$ cat config.mk
export PLATFORM = sky130hd
export DESIGN_NAME = crc_checked_line_receiver_unit
export DESIGN_NICKNAME = d
export VERILOG_FILES = /design/src/hdl/crclr_pkg.sv /design/src/hdl/crc_checked_line_receiver_unit.sv
export SDC_FILE = /design/constraint.sdc
export NUM_CORES = 1
export LEC_CHECK = 0
export BUFFER_PORTS_ARGS = -buffer_cell sky130_fd_sc_hd__buf_2
export CORE_UTILIZATION = 35
export DETAILED_ROUTE_END_ITERATION = 12
export PLACE_DENSITY_LB_ADDON = 0.3
export SLEW_MARGIN = 30
export SYNTH_ARGS = -nofsm -noshare
export SYNTH_HDL_FRONTEND = slang
export SYNTH_SLANG_ARGS = --single-unit
$ cat constraint.sdc
create_clock -name clk -period 3.58 [get_ports clk]
set_input_delay 0.358 -clock clk [delete_from_list [all_inputs] [get_ports clk]]
set_output_delay 0.358 -clock clk [all_outputs]
set_load 0.05 [all_outputs]
$ cat src/hdl/crclr_pkg.sv
package crclr_pkg;

  localparam int unsigned LINE_MAX = 511;
  localparam int unsigned CNT_W    = $clog2(LINE_MAX + 1);
  localparam int unsigned FIELD_W  = 9;

  localparam logic [7:0] CH_CR    = 8'h0D;
  localparam logic [7:0] CH_LF    = 8'h0A;
  localparam logic [7:0] CH_STAR  = 8'h2A;
  localparam logic [7:0] CH_C     = 8'h43;
  localparam logic [7:0] CH_R     = 8'h52;
  localparam logic [7:0] CH_COLON = 8'h3A;
  localparam logic [7:0] CH_NUL   = 8'h00;

  localparam logic [15:0] CRC_INIT = 16'hFFFF;
  localparam logic [15:0] CRC_POLY = 16'h1021;

  localparam logic [1:0] PH_SEARCH  = 2'd0;
  localparam logic [1:0] PH_PAYLOAD = 2'd1;
  localparam logic [1:0] PH_HEX     = 2'd2;

  localparam logic [2:0] VD_PLAIN    = 3'd0;
  localparam logic [2:0] VD_VERIFIED = 3'd1;
  localparam logic [2:0] VD_NO_STAR  = 3'd2;
  localparam logic [2:0] VD_BAD_HEX  = 3'd3;
  localparam logic [2:0] VD_MISMATCH = 3'd4;

  // Result transaction, lowest field last
  typedef struct packed {
    logic [1:0]         pad;
    logic [15:0]        computed_crc;
    logic [15:0]        received_crc;
    logic [FIELD_W-1:0] payload_length;
    logic [FIELD_W-1:0] payload_start;
    logic [FIELD_W-1:0] line_length;
    logic [2:0]         verdict;
  } result_t;

  // CRC-16/CCITT-FALSE, one byte, MSB first
  function automatic logic [15:0] crc_byte(input logic [15:0] crc_in, input logic [7:0] b);
    logic [15:0] c;
    c = crc_in ^ {b, 8'h00};
    for (int k = 0; k < 8; k++) begin
      if (c[15]) begin
        c = {c[14:0], 1'b0} ^ CRC_POLY;
      end else begin
        c = {c[14:0], 1'b0};
      end
    end
    return c;
  endfunction

  // bit 4 set: not a hex digit
  function automatic logic [4:0] nibble_of(input logic [7:0] c);
    logic [4:0] n;
    n = 5'h10;
    if (c >= 8'h30 && c <= 8'h39) begin
      n = {1'b0, 4'(c - 8'h30)};
    end else if (c >= 8'h61 && c <= 8'h66) begin
      n = {1'b0, 4'(c - 8'h57)};
    end else if (c >= 8'h41 && c <= 8'h46) begin
      n = {1'b0, 4'(c - 8'h37)};
    end
    return n;
  endfunction

  // Matched length of the prefix after byte c; 3'd4 means complete
  function automatic logic [2:0] match_step(input logic [1:0] p, input logic [7:0] c);
    logic [7:0] want;
    logic [2:0] r;
    case (p)
      2'd0:    want = CH_C;
      2'd1:    want = CH_R;
      2'd2:    want = CH_C;
      default: want = CH_COLON;
    endcase
    if (c == want) begin
      r = {1'b0, p} + 3'd1;
    end else if (p == 2'd3 && c == CH_R) begin
      r = 3'd2;
    end else if (c == CH_C) begin
      r = 3'd1;
    end else begin
      r = 3'd0;
    end
    return r;
  endfunction

endpackage

$ cat src/hdl/crc_checked_line_receiver_unit.sv
// A newline byte is first held in the input register; when it retires, a line that is neither
//   empty nor overflowed loads its verdict into the result register and raises m_tvalid.
// Throughput: one byte per cycle; the input register stalls only when a newline meets a
//   result that is still waiting to be taken.
// Reset (rst, synchronous, active high): empties both registers and clears all line state.
module crc_checked_line_receiver_unit (
  input  logic        clk,
  input  logic        rst,
  input  logic        s_tvalid,
  output logic        s_tready,
  input  logic [7:0]  s_tdata,   // [7:0] rx_byte
  output logic        m_tvalid,
  input  logic        m_tready,
  output logic [63:0] m_tdata    // verdict, line_length, payload_start, payload_length,
                                 // received_crc, computed_crc, 2 zero bits
);

  localparam int unsigned CW = crclr_pkg::CNT_W;
  localparam int unsigned FW = crclr_pkg::FIELD_W;

  // input register
  logic       in_valid;
  logic [7:0] in_byte;

  // per-line state
  logic [CW-1:0] line_count,      line_count_next;
  logic          overflowed,      overflowed_next;
  logic [1:0]    phase,           phase_next;
  logic [1:0]    prefix_progress, prefix_progress_next;
  logic [15:0]   crc_reg,         crc_reg_next;
  logic [15:0]   hex_value,       hex_value_next;
  logic [2:0]    hex_digits_seen, hex_digits_seen_next;
  logic          hex_invalid,     hex_invalid_next;
  logic [CW-1:0] payload_begin,   payload_begin_next;
  logic [CW-1:0] payload_count,   payload_count_next;
  logic          text_ended,      text_ended_next;

  // result register
  crclr_pkg::result_t result, result_next;
  logic               emit;
  logic               advance;
  logic [2:0]         match;
  logic [4:0]         nib;

  // A newline may only retire once the result register is free
  assign advance  = in_valid && !(in_byte == crclr_pkg::CH_LF && m_tvalid && !m_tready);
  assign s_tready = !in_valid || advance;
  assign m_tdata  = result;

  assign match = crclr_pkg::match_step(prefix_progress, in_byte);
  assign nib   = crclr_pkg::nibble_of(in_byte);

  always_comb begin
    line_count_next      = line_count;
    overflowed_next      = overflowed;
    phase_next           = phase;
    prefix_progress_next = prefix_progress;
    crc_reg_next         = crc_reg;
    hex_value_next       = hex_value;
    hex_digits_seen_next = hex_digits_seen;
    hex_invalid_next     = hex_invalid;
    payload_begin_next   = payload_begin;
    payload_count_next   = payload_count;
    text_ended_next      = text_ended;
    emit                 = 1'b0;

    result_next                = '0;
    result_next.verdict        = crclr_pkg::VD_PLAIN;
    result_next.line_length    = FW'(line_count);
    result_next.payload_length = FW'(line_count);

    unique case (phase)
      crclr_pkg::PH_PAYLOAD: begin
        result_next.verdict        = crclr_pkg::VD_NO_STAR;
        result_next.payload_start  = FW'(payload_begin);
        result_next.payload_length = FW'(payload_count);
        result_next.computed_crc   = crc_reg;
      end
      crclr_pkg::PH_HEX: begin
        result_next.payload_start  = FW'(payload_begin);
        result_next.payload_length = FW'(payload_count);
        result_next.computed_crc   = crc_reg;
        if (hex_invalid || hex_digits_seen < 3'd4) begin
          result_next.verdict = crclr_pkg::VD_BAD_HEX;
        end else begin
          result_next.received_crc = hex_value;
          result_next.verdict      = (hex_value == crc_reg) ? crclr_pkg::VD_VERIFIED
                                                            : crclr_pkg::VD_MISMATCH;
        end
      end
      default: ;
    endcase

    if (advance && in_byte != crclr_pkg::CH_CR) begin
      if (in_byte == crclr_pkg::CH_LF ||
          (!overflowed && line_count >= CW'(crclr_pkg::LINE_MAX))) begin
        // end of line, or a byte too many: start a fresh line
        emit                 = (in_byte == crclr_pkg::CH_LF) && !overflowed && line_count != '0;
        overflowed_next      = (in_byte != crclr_pkg::CH_LF);
        line_count_next      = '0;
        phase_next           = crclr_pkg::PH_SEARCH;
        prefix_progress_next = 2'd0;
        crc_reg_next         = crclr_pkg::CRC_INIT;
        hex_value_next       = '0;
        hex_digits_seen_next = '0;
        hex_invalid_next     = 1'b0;
        payload_begin_next   = '0;
        payload_count_next   = '0;
        text_ended_next      = 1'b0;
      end else if (!overflowed) begin
        line_count_next = line_count + CW'(1);
        if (!text_ended) begin
          if (in_byte == crclr_pkg::CH_NUL) begin
            text_ended_next = 1'b1;
          end else begin
            unique case (phase)
              crclr_pkg::PH_SEARCH: begin
                if (match[2]) begin
                  phase_next           = crclr_pkg::PH_PAYLOAD;
                  prefix_progress_next = 2'd0;
                  payload_begin_next   = line_count + CW'(1);
                  payload_count_next   = '0;
                  crc_reg_next         = crclr_pkg::CRC_INIT;
                end else begin
                  prefix_progress_next = match[1:0];
                end
              end
              crclr_pkg::PH_PAYLOAD: begin
                if (in_byte == crclr_pkg::CH_STAR) begin
                  phase_next = crclr_pkg::PH_HEX;
                end else begin
                  crc_reg_next       = crclr_pkg::crc_byte(crc_reg, in_byte);
                  payload_count_next = payload_count + CW'(1);
                end
              end
              default: begin
                // hex digits; anything after the fourth is ignored
                if (hex_digits_seen < 3'd4) begin
                  if (nib[4]) begin
                    hex_invalid_next = 1'b1;
                  end else begin
                    hex_value_next = {hex_value[11:0], nib[3:0]};
                  end
                  hex_digits_seen_next = hex_digits_seen + 3'd1;
                end
              end
            endcase
          end
        end
      end
    end
  end

  always_ff @(posedge clk) begin
    if (rst) begin
      in_valid        <= 1'b0;
      m_tvalid        <= 1'b0;
      line_count      <= '0;
      overflowed      <= 1'b0;
      phase           <= crclr_pkg::PH_SEARCH;
      prefix_progress <= 2'd0;
      crc_reg         <= crclr_pkg::CRC_INIT;
      hex_value       <= '0;
      hex_digits_seen <= '0;
      hex_invalid     <= 1'b0;
      payload_begin   <= '0;
      payload_count   <= '0;
      text_ended      <= 1'b0;
    end else begin
      if (s_tvalid && s_tready) begin
        in_valid <= 1'b1;
      end else if (advance) begin
        in_valid <= 1'b0;
      end
      if (advance && emit) begin
        m_tvalid <= 1'b1;
      end else if (m_tready) begin
        m_tvalid <= 1'b0;
      end
      line_count      <= line_count_next;
      overflowed      <= overflowed_next;
      phase           <= phase_next;
      prefix_progress <= prefix_progress_next;
      crc_reg         <= crc_reg_next;
      hex_value       <= hex_value_next;
      hex_digits_seen <= hex_digits_seen_next;
      hex_invalid     <= hex_invalid_next;
      payload_begin   <= payload_begin_next;
      payload_count   <= payload_count_next;
      text_ended      <= text_ended_next;
    end
  end

  // payload registers
  always_ff @(posedge clk) begin
    if (s_tvalid && s_tready) begin
      in_byte <= s_tdata;
    end
    if (advance && emit) begin
      result <= result_next;
    end
  end

endmodule
* After elaboration in Yosys (flattened, before gate mapping)
Index checks and enable logic that the tools add are counted.
** Operators by class
- $add $sub $neg :: 7
- Order comparisons :: 8
- Equal/unequal tests :: 21
- Mux-type cells :: 133
- Bitwise operators :: 10
- Reductions and logical operators :: 44
** Operators by type and width (count)
- 16-bit two-way mux :: 62
- 9-bit two-way mux :: 14
- 13-bit two-way mux :: 8
- 16-bit case mux with 2 select lines :: 1
- 7-bit AND reduction :: 4
- 3-bit two-way mux :: 9
- 2-bit two-way mux :: 13
- 3-bit NOT :: 8
- 9-bit by 1-bit adder with 9-bit output (second input constant) :: 2
- 1-bit two-way mux :: 18
- 18-bit two-way mux :: 1
- 9-bit case mux with 2 select lines :: 1
- 16-bit == test :: 1
- 8-bit by 7-bit == test with 1-bit output (second input constant) :: 2
- 8-bit by 7-bit >= comparator with 1-bit output (second input constant) :: 2
- 8-bit by 7-bit <= comparator with 1-bit output (second input constant) :: 2
- 8-bit by 4-bit inequality test with 1-bit output (second input constant) :: 2
- 16-bit XOR :: 1
- 5-bit two-way mux :: 3
- 7-bit case mux with 2 select lines :: 1
- 1-bit logical AND :: 13
- 6-bit AND reduction :: 2
- 2-bit nonzero test :: 6
- 9-bit >= comparator (second input constant) :: 1
- other kinds (27) :: 46
** Storage, ports and cells
- Flip-flop bits (word level) :: 141
- Input port bits :: 12
- Output and inout port bits :: 66
- Word-level logic and storage cells :: 243

* Longest topological paths before layout
- Depth after elaboration :: 72
- Gate-level depth with buffers :: 12
- Depth with buffers taken out :: 10

* Worst setup path before layout
OpenSTA, ideal clock, no wires.
- Path kind :: register to register
- Start point :: reg in_byte[5]
- End point :: reg result, in the netlist m_tdata[0], enable pin
- Library setup time :: 0.427 ns
- Arrival time :: 2.834 ns
- Required time :: 3.153 ns
- Path slack :: 0.318 ns
- Cell stages (with the launch flop) :: 6
- Path buffers :: 1
- Clock period less this slack :: 3.262 ns
- Cell sequence :: edfxtp_1 -> nor4_4 -> and2_0 -> buf_2 -> and3_1 -> and2_1
** On the way
- Word-level cells in the longest chain between the ends :: 8
- Elaborated cells between the ends (all ways) :: 13
- Those cells by class :: eq/ne: 2; mux: 2; reduce/logical: 9
** Ends and longest elaborated chain
- start: declaration :: RTL line crc_checked_line_receiver_unit.sv:23 : logic [7:0] in_byte;
- start signal: assignment :: RTL line crc_checked_line_receiver_unit.sv:197 : in_byte <= s_tdata;
- 8-bit by 4-bit == test with 1-bit output :: RTL line crc_checked_line_receiver_unit.sv:46, crc_checked_line_receiver_unit.sv:95, crc_checked_line_receiver_unit.sv:98
- 1-bit logical AND (2 in series) :: RTL line crc_checked_line_receiver_unit.sv:46 : assign advance = in_valid && !(in_byte == crclr_pkg::CH_LF && m_tvalid && !m_tready);
- 1-bit zero test :: RTL line crc_checked_line_receiver_unit.sv:46
- 1-bit logical AND :: RTL line crc_checked_line_receiver_unit.sv:46
- 1-bit logical AND :: RTL line crc_checked_line_receiver_unit.sv:94 : if (advance && in_byte != crclr_pkg::CH_CR) begin
- 1-bit two-way mux :: RTL line crc_checked_line_receiver_unit.sv:94
- 1-bit logical AND (*) :: RTL line crc_checked_line_receiver_unit.sv:199 : if (advance && emit) begin
- end signal: assignment :: RTL line crc_checked_line_receiver_unit.sv:200 : result <= result_next;
- end: declaration :: RTL line crc_checked_line_receiver_unit.sv:39 : crclr_pkg::result_t result, result_next;
Every way passes the cells marked *; elsewhere a longest branch is shown, timed or not.
A chain may end at the register's enable or synchronous reset.

* Worst setup path in the final report
- Start point :: reg prefix_progress[0]
- End point :: reg crc_reg[12]
** On the way
- Word-level cells in the longest chain between the ends :: 7
- Elaborated cells between the ends (all ways) :: 10
- Those cells by class :: add/sub: 1; eq/ne: 4; mux: 2; reduce/logical: 3
** Ends and longest elaborated chain
- start: declaration :: RTL line crc_checked_line_receiver_unit.sv:29 : logic [1:0] prefix_progress, prefix_progress_next;
- start signal: assignment :: RTL line crc_checked_line_receiver_unit.sv:183 : prefix_progress <= prefix_progress_next;
- 2-bit == test or 2-bit zero test (tied branches) :: RTL line crclr_pkg.sv:71 : case (p)
- 2-bit OR reduction (no source line)
- 7-bit case mux with 2 select lines :: RTL line crclr_pkg.sv:71
- 8-bit by 7-bit == test with 1-bit output :: RTL line crclr_pkg.sv:77 : if (c == want) begin
- 3-bit two-way mux (*) :: RTL line crclr_pkg.sv:77
- 3-bit inequality test (no source line) (*)
- 7-bit AND reduction (no source line) (*)
- end signal: assignment :: RTL line crc_checked_line_receiver_unit.sv:162 : crc_reg <= crclr_pkg::CRC_INIT;
- end signal: assignment :: RTL line crc_checked_line_receiver_unit.sv:184 : crc_reg <= crc_reg_next;
- end: declaration :: RTL line crc_checked_line_receiver_unit.sv:30 : logic [15:0] crc_reg, crc_reg_next;
Marked as above.

==> results by group <==
Outcome
  • Status: finished with violations
  • Failing checks: design-rule violations

Flow run
  • Max Cap Viol: 0

Detailed routing
  • First drt pass iteration count: 9
  • Iteration-0 DRC Markers: 365
  • Total wire length: 14,310 µm
  • Vias: 4,530
  • Drt drc: 14
  • Drt wl/cell: 16.10 µm
  • Antenna viol nets, final: 0
  • Vias/cell: 5.096

Critical path
  • Critical path endpoint category: register
  • Worst endpoint required time: 3880 ps
  • CP bufs+invs: 1
  • CP Cell Sequence: inv_1, ha_1, or3_2, a221oi_2, and2b_1, o2bb2ai_2, nand3_2, o22a_2
  • Critical path's top delay family: simple AND/OR/NAND/NOR gates
  • CP Data Arrival Time: 3110 ps
  • Worst-path maximum fanout: 17
  • Worst setup path class: register to register
  • Crit path largest cell delay: 460 ps
  • Startpoint types: register
  • CP max-delay cell: or3_2

Synthesis
  • Synth warn: 0
  • Post-Syn Instances: 570
  • Async S/R FF share, synth: 0%
  • Avg Cell Area, Syn: 11.46 µm²
  • Unique masters post-synth: 75
  • Register area share after synthesis: 53.95%
  • Synth top area cells: edfxtp_1 32%, dfxtp_1 22%, xnor2_1 4.4%, and2_1 4.1%, ha_1 3.3%
  • Synth Cell Area: 0.006531 mm²
  • Post-synth EDFFs: 70
  • Top-area cell type share of the netlist area: 32.18%
  • Most common flop cell mapped by yosys: dfxtp_1
  • Top cell type by total area after synthesis: edfxtp_1
  • #FFs+latches synth: 141

Clock network
  • Sink Count: 141
  • CTS tree: yes
  • Cts repair resizes: 0
  • Max Root-Sink Buffers: 2
  • Postcts setup bufs: 0
  • Clk Latency, worst-skew pair: 420 ps
  • Clock transition at path regs: 60 ps
  • Hold buffers post-CTS: 0
  • H-tree depth: 4
  • Num CTS Buffers: 17
  • Root Driver: clkbuf_16

Timing
  • FMAX: 356.0 MHz
  • Tmin final: 2809 ps
  • # setup viols final: 0
  • Worst hold margin: 113.1 ps
  • Skew final: 7.088 ps
  • Final period util: 78.46%
  • Relative slew slack: 40.33%
  • Max Slew Vio Count: 0
  • Final hold vios: 0
  • Unrepaired setup endpoints after global routing: false
  • Worst Tran Pin Value: 890.9 ps
  • Setup TNS: 0 ps

Final layout
  • Layout net count: 676
  • Post-layout util: 42.51%
  • Share of layout cells above drive strength 1: 23.64%
  • Max reg flops: 62
  • Antenna cells: 0
  • Design area: 0.007714 mm²
  • Area occupied by multi-input gates: 0.002775 mm²
  • Reg area: 0.003523 mm²
  • Fill cell count: 1,725
  • Area growth syn-to-layout: 18.10%

Floorplan
  • Initial core utilization: 35.99%
  • Die W: 138.6 µm
  • Core Area: 0.01815 mm²
  • Die Ht: 138.6 µm
  • Cell row count: 49
  • IO Count: 78
  • Die area: 0.01921 mm²

Pwr
  • Peak supply drop: 270.7 µV
  • Pwr Total: 3650 µW
  • PwrDens: 473.2 mW/mm²
  • Leak pwr: 0.002921 µW

Place
  • Post-DP Area: 0.007108 mm²
  • HPWL Detailed: 10,360 µm
  • PortBufs: 75
  • Placer Congestion: 0.8286

GRT
  • Gr ovfl total: 0
  • First-pass GRT wire length: 23,810 µm
  • Initial antenna violation count: 0
  • Number of global-route vias before repair: 4,554
  • Largest net degree at the start of global routing: 40
  • Gr usage total: 15.92%

Worst hold path
  • Worst hold path class: primary input to register
[routing by layer]
layer	routed length [µm]	global-route usage (%)	part of all wire, %	vias to the layer above
met5	0	0	0	-
met1	6648	20.91	46	2134
met3	860	3.902	6.0	25
met4	270	6.860	1.9	0
met2	6533	24.98	46	145
li1	-	-	-	2226
[cells by family after synthesis]
group | synth area share (%)
AO/OA/AOI/OAI | 12.87
XOR/XNOR | 6.571
adder cells (fa/ha/maj) | 3.257
buffers and inverters | 3.640
flip-flops | 53.95
multiplexers | 2.318
other | 0.05742
AND/OR/NAND/NOR | 17.34
[layout by cell type (no fill, tap or decap), types with 8 or more instances in the layout]
cell type | synthesis | routed
edfxtp_1 | 70 | 70
xnor2_1 | 33 | 33
inv_1 | 16 | 16
a31oi_1 | 18 | 18
ha_1 | 17 | 17
nand4_1 | 12 | 12
o21ai_0 | 15 | 15
dfxtp_1 | 71 | 71
buf_2 | 5 | 75
a22o_1 | 16 | 16
o22a_1 | 8 | 8
mux2_2 | 9 | 9
clkbuf_16 | 0 | 17
xor2_1 | 16 | 16
buf_4 | 5 | 9
nand2b_1 | 10 | 10
and2_1 | 43 | 42
nand2_1 | 27 | 27
and3_1 | 14 | 14
nor2_1 | 34 | 34
a21oi_1 | 22 | 22
[final cells by class]
cell class / instances / area share, %
repair buffers: 85 / 6.002
clock buffers: 19 / 5.612
inverters: 16 / 0.7786
multi-input cells: 386 / 35.98
well taps: 229 / 3.715
flip-flops and latches: 141 / 45.68
clock inverters: 13 / 2.238
[cells in the mapped netlist (3+ instances only)]
master    count
buf_6         5
a21oi_1      22
or2b_2        3
a31oi_1      18
o21ai_0      15
xnor2_1      33
and3_1       14
nand3b_1      3
edfxtp_1     70
clkbuf_1     11
xor2_1       16
o22a_2        6
and2_1       43
nor2b_1       4
nor2_1       34
nand2_1      27
nand3_1       6
mux2_2        9
inv_1        16
ha_1         17
dfxtp_1      71
a32oi_1       4
buf_2         5
a22o_1       16
nor4b_1       3
nand4_1      12
nor3_1        6
a21o_1        3
o22a_1        8
mux2i_1       5
nand2b_1     10
buf_4         5
[power by group]
part / leakage, µW / switching [µW] / internal (µW)
sequential: 0.00126 / 23.0 / 1690
clock: 0.000285 / 645 / 1150
combinational: 0.00138 / 82.7 / 52.8
[per-stage QoR]
step / worst slack (ps) / std cells
after global routing: 579.9 / 889
final: 771.0 / 889
after global placement: 908.2 / 857
after CTS: 791.7 / 889
after detailed placement: 819.0 / 857
after floorplan: 318.4 / 571
[path summary, 6_finish.rpt]
kind / startpoint / cells past startpoint / end / slack, ps
worst max-delay path: prefix_progress[0] / 8 / crc_reg[12] / 770
worst min-delay path: s_tdata[0] / 1 / in_byte[0] / 110
worst max register to register: prefix_progress[0] / 8 / crc_reg[12] / 770
worst min register to register: payload_begin[0] / 2 / payload_begin[0] / 450
No activity file was read; power rests on OpenSTA's default activity.
